**src/design/relay_feedback_monitor_defines.svh**
```systemverilog
// ---------------------------------------------------------------------------
// relay feedback monitor assertion macros
// shared assertion shorthands for the relay feedback monitor rtl
// ---------------------------------------------------------------------------
`ifndef RELAY_FEEDBACK_MONITOR_DEFINES_SVH
`define RELAY_FEEDBACK_MONITOR_DEFINES_SVH

// same-cycle implication, disabled in reset
`define RFM_ASSERT_IMP(lbl, clk, rst_n, ante, cons) \
  lbl: assert property (@(posedge clk) disable iff (!(rst_n)) (ante) |-> (cons)) \
    else $error("relay feedback monitor check failed");

// next-cycle implication, disabled in reset
`define RFM_ASSERT_NEXT(lbl, clk, rst_n, ante, cons) \
  lbl: assert property (@(posedge clk) disable iff (!(rst_n)) (ante) |=> (cons)) \
    else $error("relay feedback monitor check failed");

`endif

```
**src/design/rfm_pkg.sv**
```systemverilog
// ---------------------------------------------------------------------------
// relay feedback monitor package
// widths, codes, reset values and beat types shared by the monitor rtl
// ---------------------------------------------------------------------------
`default_nettype none

package rfm_pkg;

  localparam int unsigned ChanW    = 4;
  localparam int unsigned MvW      = 12;
  localparam int unsigned SumW     = 14;
  localparam int unsigned TimeW    = 32;
  localparam int unsigned ConfW    = 16;
  localparam int unsigned StableW  = 3;
  localparam int unsigned CfgIdxW  = 3;
  localparam int unsigned CfgDataW = 16;

  // command codes; the unused code acts as a status report
  localparam logic [1:0] CMD_SET    = 2'd0;
  localparam logic [1:0] CMD_SAMPLE = 2'd1;
  localparam logic [1:0] CMD_STATUS = 2'd2;

  typedef enum logic [1:0] {
    MODE_SYNC    = 2'd0,
    MODE_OVR_ON  = 2'd1,
    MODE_OVR_OFF = 2'd2,
    MODE_UNKNOWN = 2'd3
  } mode_e;

  // configuration register indexes
  localparam logic [CfgIdxW-1:0] CFG_FEEDBACK_PRESENT = 3'd0;
  localparam logic [CfgIdxW-1:0] CFG_ANALOG_SENSE     = 3'd1;
  localparam logic [CfgIdxW-1:0] CFG_ON_MAX_MV        = 3'd2;
  localparam logic [CfgIdxW-1:0] CFG_OFF_MIN_MV       = 3'd3;
  localparam logic [CfgIdxW-1:0] CFG_STABLE_SAMPLES   = 3'd4;
  localparam logic [CfgIdxW-1:0] CFG_CONFIRM_MS       = 3'd5;

  // configuration reset values
  localparam logic               RST_FEEDBACK_PRESENT = 1'b1;
  localparam logic               RST_ANALOG_SENSE     = 1'b1;
  localparam logic [MvW-1:0]     RST_ON_MAX_MV        = 12'd1000;
  localparam logic [MvW-1:0]     RST_OFF_MIN_MV       = 12'd2500;
  localparam logic [StableW-1:0] RST_STABLE_SAMPLES   = 3'd3;
  localparam logic [ConfW-1:0]   RST_CONFIRM_MS       = 16'd400;

  typedef struct packed {
    logic [1:0]       cmd;
    logic [ChanW-1:0] channel;
    logic             level;
    logic [MvW-1:0]   sample_a;
    logic [MvW-1:0]   sample_b;
    logic [MvW-1:0]   sample_c;
    logic [MvW-1:0]   sample_d;
    logic [TimeW-1:0] now_ms;
  } req_t;

  typedef struct packed {
    logic [ChanW-1:0] out_channel;
    logic             commanded_state;
    logic             actual_state;
    logic [1:0]       relay_mode;
    logic [MvW-1:0]   sense_mv;
    logic             notify;
    logic             persist;
    logic             override_alert;
  } rsp_t;

endpackage

`default_nettype wire

```
**src/design/rfm_in_if.sv**
```systemverilog
// ---------------------------------------------------------------------------
// relay feedback monitor request channel
// valid/ready channel carrying one request beat
// ---------------------------------------------------------------------------
`default_nettype none

interface rfm_in_if;
  logic          valid;
  logic          ready;
  rfm_pkg::req_t payload;

  modport source (output valid, output payload, input ready);
  modport sink   (input valid, input payload, output ready);
endinterface

`default_nettype wire

```
**src/design/rfm_out_if.sv**
```systemverilog
// ---------------------------------------------------------------------------
// relay feedback monitor result channel
// valid/ready channel carrying one result beat
// ---------------------------------------------------------------------------
`default_nettype none

interface rfm_out_if;
  logic          valid;
  logic          ready;
  rfm_pkg::rsp_t payload;

  modport source (output valid, output payload, input ready);
  modport sink   (input valid, input payload, output ready);
endinterface

`default_nettype wire

```
**src/design/relay_feedback_monitor.sv**
```systemverilog
// ---------------------------------------------------------------------------
// relay feedback monitor
// per-channel relay command / feedback tracker with debounce and override
// detection; one result beat for every request beat
// ---------------------------------------------------------------------------
//
//   channel   dir  kind          beat contents
//   req_i     in   valid/ready   cmd, channel, level, four mv samples, now_ms
//   rsp_o     out  valid/ready   channel, commanded/actual state, mode, mv, flags
//   cfg_*     in   write only    register index and data, no read-back
//
// one request beat per cycle unless the result side stalls; its result sits
// in the output register in the cycle after acceptance. the per-channel state
// is read, updated and written back in the accepting cycle, so back-to-back
// beats on the same channel see each other. a stalled result blocks the
// request side only while the output register is full and rsp_o.ready is low.
// reset clears all channel state and loads the configuration defaults, no clearing pass.
//
`default_nettype none
`include "relay_feedback_monitor_defines.svh"

module relay_feedback_monitor #(
  parameter int unsigned CHANNELS = 4
) (
  input  wire                              clk_i,
  input  wire                              rst_ni,
  rfm_in_if.sink                           req_i,
  rfm_out_if.source                        rsp_o,
  input  wire                              cfg_we_i,
  input  wire  [rfm_pkg::CfgIdxW-1:0]      cfg_idx_i,
  input  wire  [rfm_pkg::CfgDataW-1:0]     cfg_data_i
);
  import rfm_pkg::*;

  localparam int unsigned IdxW = (CHANNELS > 1) ? $clog2(CHANNELS) : 1;
  localparam logic [ChanW:0] ChanLimit = (ChanW + 1)'(CHANNELS);

  // configuration registers
  logic               fb_present_q;
  logic               analog_q;
  logic [MvW-1:0]     on_max_q;
  logic [MvW-1:0]     off_min_q;
  logic [StableW-1:0] stable_q;
  logic [ConfW-1:0]   confirm_q;

  // per-channel state
  logic               cmd_q     [CHANNELS];
  logic               act_q     [CHANNELS];
  mode_e              mode_q    [CHANNELS];
  logic [MvW-1:0]     sense_q   [CHANNELS];
  logic               cand_q    [CHANNELS];
  logic [StableW-1:0] cnt_q     [CHANNELS];
  logic [TimeW-1:0]   start_q   [CHANNELS];

  // output register
  logic rsp_valid_q;
  rsp_t rsp_q;
  rsp_t rsp_d;

  // next values for the addressed channel
  logic               n_cmd;
  logic               n_act;
  mode_e              n_mode;
  logic [MvW-1:0]     n_sense;
  logic               n_cand;
  logic [StableW-1:0] n_cnt;
  logic [TimeW-1:0]   n_start;

  logic               req_fire;
  logic               in_range;
  logic [IdxW-1:0]    idx;
  logic               wr_en;

  // sample classification
  logic [SumW-1:0]    mv_sum;
  logic [MvW-1:0]     mv_avg;
  logic [MvW-1:0]     meas_mv;
  logic               meas;
  logic               meas_ok;

  req_t               req;

  // terms for the checks
  logic               chk_alert;
  logic               chk_alert_ok;
  logic               chk_persist;
  logic               chk_stray;
  logic               chk_stray_ok;

  assign req         = req_i.payload;
  assign req_i.ready = !rsp_valid_q || rsp_o.ready;
  assign req_fire    = req_i.valid && req_i.ready;
  assign in_range    = {1'b0, req.channel} < ChanLimit;
  assign idx         = in_range ? req.channel[IdxW-1:0] : '0;
  assign wr_en       = req_fire && in_range;

  assign rsp_o.valid   = rsp_valid_q;
  assign rsp_o.payload = rsp_q;

  // analog sense: average of the four readings, then the two-threshold test
  // (energized test first, so overlapping thresholds read as energized); else the inverted level
  assign mv_sum = SumW'(req.sample_a) + SumW'(req.sample_b)
                + SumW'(req.sample_c) + SumW'(req.sample_d);
  assign mv_avg = mv_sum[SumW-1:2];

  always_comb begin
    if (!analog_q) begin
      meas    = ~req.level;
      meas_ok = 1'b1;
      meas_mv = '0;
    end else if (mv_avg <= on_max_q) begin
      meas    = 1'b1;
      meas_ok = 1'b1;
      meas_mv = mv_avg;
    end else if (mv_avg >= off_min_q) begin
      meas    = 1'b0;
      meas_ok = 1'b1;
      meas_mv = mv_avg;
    end else begin
      meas    = 1'b0;
      meas_ok = 1'b0;
      meas_mv = mv_avg;
    end
  end

  // state update for the addressed channel
  always_comb begin
    logic               cur_cmd;
    logic               cur_act;
    mode_e              cur_mode;
    logic               cur_cand;
    logic [StableW-1:0] cur_cnt;
    logic [TimeW-1:0]   cur_start;
    logic [StableW-1:0] cnt_inc;
    logic [TimeW-1:0]   elapsed;
    logic               take_lvl;
    mode_e              new_mode;
    logic               notify;
    logic               persist;
    logic               alert;

    cur_cmd   = cmd_q[idx];
    cur_act   = act_q[idx];
    cur_mode  = mode_q[idx];
    cur_cand  = cand_q[idx];
    cur_cnt   = cnt_q[idx];
    cur_start = start_q[idx];
    cnt_inc   = cur_cnt + 3'd1;
    elapsed   = req.now_ms - cur_start;
    take_lvl  = 1'b1;
    new_mode  = cur_mode;
    notify    = 1'b0;
    persist   = 1'b0;
    alert     = 1'b0;

    n_cmd   = cur_cmd;
    n_act   = cur_act;
    n_mode  = cur_mode;
    n_sense = sense_q[idx];
    n_cand  = cur_cand;
    n_cnt   = cur_cnt;
    n_start = cur_start;

    case (req.cmd)
      CMD_SET: begin
        if (cur_cmd != req.level) begin
          n_cmd   = req.level;
          n_start = req.now_ms;
          persist = 1'b1;
          // without sense hardware the command stands in for feedback
          if (!fb_present_q) begin
            n_act  = req.level;
            n_mode = MODE_SYNC;
            notify = 1'b1;
          end
        end
      end
      CMD_SAMPLE: begin
        if (fb_present_q) begin
          n_sense = meas_mv;
          if (!meas_ok) begin
            // reading between thresholds
            n_cnt = '0;
            if (cur_mode != MODE_UNKNOWN) begin
              n_mode = MODE_UNKNOWN;
              notify = 1'b1;
            end
          end else if (cur_cand != meas) begin
            // new candidate level, restart debounce
            n_cand = meas;
            n_cnt  = 3'd1;
          end else begin
            if (cur_cnt < stable_q) begin
              n_cnt = cnt_inc;
              if (cnt_inc < stable_q) begin
                take_lvl = 1'b0;
              end
            end
            if (take_lvl) begin
              if (meas == cur_cmd) begin
                new_mode = MODE_SYNC;
                n_start  = req.now_ms;
              end else if (elapsed >= TimeW'(confirm_q)) begin
                // mismatch held long enough, declare override
                new_mode = meas ? MODE_OVR_ON : MODE_OVR_OFF;
              end
              if (meas != cur_act || new_mode != cur_mode) begin
                n_act  = meas;
                n_mode = new_mode;
                notify = 1'b1;
                alert  = (cur_mode != MODE_OVR_ON && cur_mode != MODE_OVR_OFF)
                      && (new_mode == MODE_OVR_ON || new_mode == MODE_OVR_OFF);
              end
            end
          end
        end
      end
      default: begin
        // status report: nothing changes
      end
    endcase

    rsp_d.out_channel = req.channel;
    if (in_range) begin
      rsp_d.commanded_state = n_cmd;
      rsp_d.actual_state    = n_act;
      rsp_d.relay_mode      = n_mode;
      rsp_d.sense_mv        = n_sense;
      rsp_d.notify          = notify;
      rsp_d.persist         = persist;
      rsp_d.override_alert  = alert;
    end else begin
      // channel beyond the table: fixed unknown result
      rsp_d.commanded_state = 1'b0;
      rsp_d.actual_state    = 1'b0;
      rsp_d.relay_mode      = MODE_UNKNOWN;
      rsp_d.sense_mv        = '0;
      rsp_d.notify          = 1'b0;
      rsp_d.persist         = 1'b0;
      rsp_d.override_alert  = 1'b0;
    end
  end

  // configuration writes
  always_ff @(posedge clk_i or negedge rst_ni) begin
    if (!rst_ni) begin
      fb_present_q <= RST_FEEDBACK_PRESENT;
      analog_q     <= RST_ANALOG_SENSE;
      on_max_q     <= RST_ON_MAX_MV;
      off_min_q    <= RST_OFF_MIN_MV;
      stable_q     <= RST_STABLE_SAMPLES;
      confirm_q    <= RST_CONFIRM_MS;
    end else if (cfg_we_i) begin
      case (cfg_idx_i)
        CFG_FEEDBACK_PRESENT: fb_present_q <= cfg_data_i[0];
        CFG_ANALOG_SENSE:     analog_q     <= cfg_data_i[0];
        CFG_ON_MAX_MV:        on_max_q     <= cfg_data_i[MvW-1:0];
        CFG_OFF_MIN_MV:       off_min_q    <= cfg_data_i[MvW-1:0];
        CFG_STABLE_SAMPLES:   stable_q     <= cfg_data_i[StableW-1:0];
        CFG_CONFIRM_MS:       confirm_q    <= cfg_data_i[ConfW-1:0];
        default: begin
        end
      endcase
    end
  end

  // channel state write-back
  always_ff @(posedge clk_i or negedge rst_ni) begin
    if (!rst_ni) begin
      for (int i = 0; i < CHANNELS; i++) begin
        cmd_q[i]   <= 1'b0;
        act_q[i]   <= 1'b0;
        mode_q[i]  <= MODE_UNKNOWN;
        sense_q[i] <= '0;
        cand_q[i]  <= 1'b0;
        cnt_q[i]   <= '0;
        start_q[i] <= '0;
      end
    end else if (wr_en) begin
      cmd_q[idx]   <= n_cmd;
      act_q[idx]   <= n_act;
      mode_q[idx]  <= n_mode;
      sense_q[idx] <= n_sense;
      cand_q[idx]  <= n_cand;
      cnt_q[idx]   <= n_cnt;
      start_q[idx] <= n_start;
    end
  end

  // output register
  always_ff @(posedge clk_i or negedge rst_ni) begin
    if (!rst_ni) begin
      rsp_valid_q <= 1'b0;
    end else if (req_fire) begin
      rsp_valid_q <= 1'b1;
    end else if (rsp_o.ready) begin
      rsp_valid_q <= 1'b0;
    end
  end

  always_ff @(posedge clk_i) begin
    if (req_fire) begin
      rsp_q <= rsp_d;
    end
  end

  // checks
  assign chk_alert    = rsp_valid_q && rsp_q.override_alert;
  assign chk_alert_ok = rsp_q.notify
                     && (rsp_q.relay_mode == MODE_OVR_ON || rsp_q.relay_mode == MODE_OVR_OFF);
  assign chk_persist  = rsp_valid_q && rsp_q.persist;
  assign chk_stray    = rsp_valid_q && ({1'b0, rsp_q.out_channel} >= ChanLimit);
  assign chk_stray_ok = rsp_q.relay_mode == MODE_UNKNOWN && !rsp_q.notify && !rsp_q.persist;

  `RFM_ASSERT_NEXT(a_fire_gives_result, clk_i, rst_ni, req_fire, rsp_valid_q)
  `RFM_ASSERT_IMP(a_alert_is_override, clk_i, rst_ni, chk_alert, chk_alert_ok)
  `RFM_ASSERT_IMP(a_persist_no_alert, clk_i, rst_ni, chk_persist, !rsp_q.override_alert)
  `RFM_ASSERT_IMP(a_out_of_range_quiet, clk_i, rst_ni, chk_stray, chk_stray_ok)

endmodule

`default_nettype wire
```
**src/flat_wrapper.sv**
```systemverilog
// flat-port wrapper written by rule: the top's interface ports become plain ports
module relay_feedback_monitor_flat import rfm_pkg::*;
#(
  parameter int unsigned CHANNELS = 4
)
  (clk_i, rst_ni, cfg_we_i, cfg_idx_i, cfg_data_i, req_i_valid, req_i_payload, req_i_ready, rsp_o_valid, rsp_o_payload, rsp_o_ready);
  rfm_in_if req_i_i ();
  rfm_out_if rsp_o_i ();
  input  wire clk_i;
  input  wire rst_ni;
  input  wire cfg_we_i;
  input  wire  [rfm_pkg::CfgIdxW-1:0] cfg_idx_i;
  input  wire  [rfm_pkg::CfgDataW-1:0] cfg_data_i;
  input wire logic [$bits(req_i_i.valid)-1:0] req_i_valid;
  input wire logic [$bits(req_i_i.payload)-1:0] req_i_payload;
  output wire logic [$bits(req_i_i.ready)-1:0] req_i_ready;
  output wire logic [$bits(rsp_o_i.valid)-1:0] rsp_o_valid;
  output wire logic [$bits(rsp_o_i.payload)-1:0] rsp_o_payload;
  input wire logic [$bits(rsp_o_i.ready)-1:0] rsp_o_ready;
  assign req_i_i.valid = req_i_valid;
  assign req_i_i.payload = req_i_payload;
  assign req_i_ready = req_i_i.ready;
  assign rsp_o_valid = rsp_o_i.valid;
  assign rsp_o_payload = rsp_o_i.payload;
  assign rsp_o_i.ready = rsp_o_ready;
  relay_feedback_monitor #(.CHANNELS(CHANNELS)) u_core (.clk_i(clk_i), .rst_ni(rst_ni), .req_i(req_i_i), .rsp_o(rsp_o_i), .cfg_we_i(cfg_we_i), .cfg_idx_i(cfg_idx_i), .cfg_data_i(cfg_data_i));
endmodule
```
**config.mk**
```make
export PLATFORM = sky130hd
export DESIGN_NAME = relay_feedback_monitor_flat
export DESIGN_NICKNAME = d
export VERILOG_FILES = /design/src/design/rfm_pkg.sv /design/src/design/rfm_in_if.sv /design/src/design/rfm_out_if.sv /design/src/design/relay_feedback_monitor.sv /design/src/flat_wrapper.sv
export VERILOG_INCLUDE_DIRS = /design/src /design/src/design
export SDC_FILE = /design/constraint.sdc
export NUM_CORES = 1
export LEC_CHECK = 0
export BUFFER_PORTS_ARGS = -buffer_cell sky130_fd_sc_hd__buf_2
export CAP_MARGIN = 10
export CORE_UTILIZATION = 46
export DETAILED_ROUTE_END_ITERATION = 10
export PLACE_DENSITY = 0.68
export RECOVER_POWER = 100
export SYNTH_ARGS = -nofsm -noshare
export SYNTH_HDL_FRONTEND = slang
export SYNTH_SLANG_ARGS = --single-unit
```
**constraint.sdc**
```tcl
create_clock -name clk_i -period 13.1 [get_ports clk_i]
set_clock_uncertainty 0.2 [all_clocks]
set_input_delay 1.31 -clock clk_i [delete_from_list [all_inputs] [get_ports clk_i]]
set_output_delay 1.31 -clock clk_i [all_outputs]
set_load 0.005 [all_outputs]
```
==> impl_metrics.py <==
metrics = {
    "cts": {
        "cts_buffer_depth": 3,
        "cts_buffers": 30,
        "insertion_delay_ps": 560,
        "path_clk_slew_ps": 60,
        "root_buffer": "clkbuf_16",
        "post_cts_buffers": 0,
        "cts.sinks": 277,
        "cts_max_level": 1,
        "ctsHoldBuffers": 0,
        "cts_resized": 0,
        "cts_tree": "built",
    },
    "drt": {
        "drtAntennaViolNets": 0,
        "wl_um": 45500,
        "vias_per_cell": 5.70,
        "dr.pass1.iters": 5,
        "highest_layer": "met4",
        "met2_length_um": 20500,
        "vias": 14000,
        "drtIter0Drc": 1152,
        "wl_met3_um": 2800,
        "wl_per_cell_um": 18.5,
        "met1_length_um": 21200,
        "drc": 0,
    },
    "global_route": {
        "grt_pass1_wl_um": 73400,
        "antenna_found_initial": 1,
        "grt_max_degree": 75,
        "grt_usage_pct": 24.1,
        "grt_pass1_vias": 13600,
        "gr-total-overflow": 0,
    },
    "pwr": {
        "max-vdd-ir-drop_uv": 117,
        "switching_share_pct": 37.7,
        "p_int_mw": 2.22,
        "p_seq_share_pct": 34.6,
        "p_total_mw": 3.56,
        "switching_power_mw": 1.34,
        "power_density_nw_per_um2": 189,
        "p_comb_share_pct": 40.3,
        "clock_power_share_pct": 25.1,
        "p_leak_nw": 8.78,
    },
    "setup_path": {
        "r2r_slack_ps": 6490,
        "max_stage_delay_ps": 2370,
        "slowest_stage": "clkbuf_1",
        "critPathKind": "in -> reg",
        "critPathLaunchType": "input port",
        "worstPathArrival_ps": 10010,
        "cpMostUsedCell": "nor2_1",
        "cp_data_required_time_ps": 13180,
        "critPathMaxFanout": 43,
        "cp-end-kind": "flop",
    },
    "floorplan": {
        "core_area_um2": 35900,
        "dieWidth_um": 194,
        "io_pins": 136,
        "rows": 69,
        "die_h_um": 194,
        "design.die.area_um2": 37600,
        "initial_core_util_pct": 47.1,
    },
    "synthesis": {
        "synth-seq-area-share_pct": 41.8,
        "synth-main-ff-cell": "dfrtp_1",
        "async_flop_share_pct": 91.7,
        "yosysTopAreaCell": "dfrtp_1",
        "synth.net_count": 2107,
        "ys.warnings.count": 0,
        "synthCells": 1881,
        "synthXorXnorAreaFrac_pct": 2.28,
        "synth-seq-cells": 277,
        "synth_cell_type_count": 83,
        "synth.top_cell.area_share_pct": 33.7,
        "synth-compound-area-share_pct": 18.8,
        "avgSynthCellArea_um2": 9.00,
        "synth_edf_count": 23,
        "synth_top_family_by_area": "compound AO/OA/AOI/OAI gates",
        "yosys-top-cells-area": "dfrtp_1 (34%), ha_1 (7.5%), nand2_1 (5.3%)",
        "muxShareOfSynthArea_pct": 9.01,
        "synth_area_um2": 16900,
        "synthAdderAreaFrac_pct": 9.12,
        "synth-simple-area-share_pct": 13.5,
    },
    "status": {
        "status": "finished, violations left",
        "violations": "max-capacitance violations, max-slew violations",
    },
    "place": {
        "gp_congestion": 0.929,
        "hpwl_um": 31600,
        "port_buffers": 135,
    },
    "timing": {
        "timing.final.crit_share_pct": 75.8,
        "period_minus_slack_ps": 9930,
        "fin_tns_setup_ps": 0,
        "hold_violations": 0,
        "relSlewSlack_pct": -157,
        "tightest_slew_ps": 3850,
        "rsz0062_at_grt": "false",
        "final_max_slew_viol_count": 309,
        "setup_viol": 0,
        "fmax_mhz": 101,
    },
    "final_layout": {
        "drive_gt1_share_pct": 13.7,
        "num-nets-final": 2198,
        "fin_util_pct": 52.5,
        "syn_to_final_growth_pct": 11.5,
    },
    "hold_path": {
        "hold_path.class": "reg -> reg",
    },
    "run": {
        "max_cap_viol_count": 6,
    },
}
==> metrics by stage <==
step	cell area, um^2	instances	hold slack [ps]	setup WS (ps)
after floorplan	16900	1881	241	5690
after global placement	18000	2400	257	4440
after detailed placement	18000	2400	263	4390
after CTS	19100	2454	276	4930
after global routing	18900	2456	287	2430
final	18900	2456	275	3170
==> worst max-delay path: cells and delay by family <==
family | cells | cell delay (ps)
buf+inv | 2 | 2430
fa+ha+maj | 3 | 940
simple gates | 10 | 3110
mux | 1 | 160
compound gates | 8 | 1840
xor+xnor | 1 | 170
==> layout make-up <==
cell class              instances  area (um^2)
fillers                      3346        17100
multi-input cells            1368         8830
flip-flops and latches        277         7080
clock buffers                  46          932
repair buffers                155          787
well taps                     461          577
inverters                     140          526
clock inverters                 8          125
diodes                          1         2.50
==> layout by cell type (no fill, tap or decap), types with 7 or more instances in the layout <==
master	count
o21ai_1	23
mux2_2	48
o31ai_1	7
o21ai_0	187
dfstp_2	26
o21a_1	11
fa_1	14
a21o_1	17
xor2_1	16
mux2i_1	53
clkbuf_16	31
nand2b_1	17
nor3_1	21
a21oi_1	167
buf_4	14
edfxtp_1	23
nand3_1	21
clkbuf_1	24
dfrtp_1	228
clkbuf_8	10
nand2_1	241
xnor2_1	28
o211ai_1	11
nor2_1	180
buf_2	122
ha_1	101
mux2_1	31
o22ai_1	37
nor2b_1	7
a22oi_1	9
a211oi_1	16
inv_1	140
nand4_1	11
==> synthesized netlist by cell type, types with 4 or more instances <==
| cell type | instances |
|---|---|
| nand2_1 | 241 |
| dfrtp_1 | 228 |
| nor2_1 | 180 |
| a21oi_1 | 166 |
| inv_1 | 140 |
| o21ai_0 | 123 |
| ha_1 | 101 |
| o21ai_1 | 87 |
| clkbuf_1 | 80 |
| mux2i_1 | 53 |
| mux2_2 | 50 |
| o22ai_1 | 37 |
| mux2_4 | 28 |
| xnor2_1 | 28 |
| dfstp_2 | 26 |
| nand3_1 | 24 |
| edfxtp_1 | 23 |
| nor3_1 | 19 |
| a21o_1 | 17 |
| a211oi_1 | 16 |
| nand2b_1 | 16 |
| xor2_1 | 16 |
| fa_1 | 14 |
| buf_1 | 12 |
| nand4_1 | 11 |
| o211ai_1 | 11 |
| o21a_1 | 11 |
| a22oi_1 | 9 |
| nor2b_1 | 7 |
| and3_1 | 6 |
| o21bai_1 | 6 |
| o221ai_1 | 6 |
| o31ai_1 | 6 |
| or3_1 | 6 |
| a211o_1 | 4 |
| a31oi_1 | 4 |
| a41oi_1 | 4 |
| nor4_1 | 4 |
==> flip-flops by register name (all words and copies together), names as in the netlist, 3 cells and up <==
| signal | cells |
|---|---|
| u_core.act_q | 4 |
| u_core.cand_q | 4 |
| u_core.cmd_q | 4 |
| u_core.cnt_q | 12 |
| u_core.confirm_q | 16 |
| u_core.mode_q | 8 |
| u_core.off_min_q | 12 |
| u_core.on_max_q | 12 |
| u_core.rsp_o.payload | 23 |
| u_core.sense_q | 48 |
| u_core.stable_q | 3 |
| u_core.start_q | 128 |
==> power groups by stage <==
stage	clock network, mW	logic [mW]	registers, mW
after floorplan	0	1.09	1.21
after global placement	0	1.42	1.23
after detailed placement	0	1.46	1.24
after CTS	0.911	1.46	1.23
after global routing	0.945	1.61	1.26
final	0.895	1.43	1.23
==> metal layers <==
| metal | track usage [%] | up-vias |
|---|---|---|
| li1 | - | 6742 |
| met1 | 34.1 | 6789 |
| met2 | 38.3 | 414 |
| met3 | 4.05 | 66 |
| met4 | 6.22 | 0 |
| met5 | 0 | - |
==> kinds of logic (layout without fill, tap and decap cells) <==
group / count (synthesis) / count (layout)
and+or+nand+nor: 535 / 535
buffers and inverters: 236 / 349
AOI/OAI and AO/OA: 542 / 542
DFF: 277 / 277
xor gates and xnor gates: 44 / 44
other: 0 / 1
muxes: 132 / 132
adders and majority gates: 115 / 115
==> path summary, 6_finish.rpt <==
check	start	end	depth (start not counted)
max in group asynchronous	rst_ni	u_core.start_q[112]	2
worst min-delay path	u_core.mode_q[4]	u_core.mode_q[4]	2
min in group asynchronous	rst_ni	u_core.start_q[91]	1
worst min register to register	u_core.mode_q[4]	u_core.mode_q[4]	2
worst max register to register	u_core.start_q[64]	u_core.rsp_o.payload[15]	24
worst max-delay path	req_i_payload[82]	u_core.rsp_o.payload[15]	25
(Power assumes the default switching activity.)
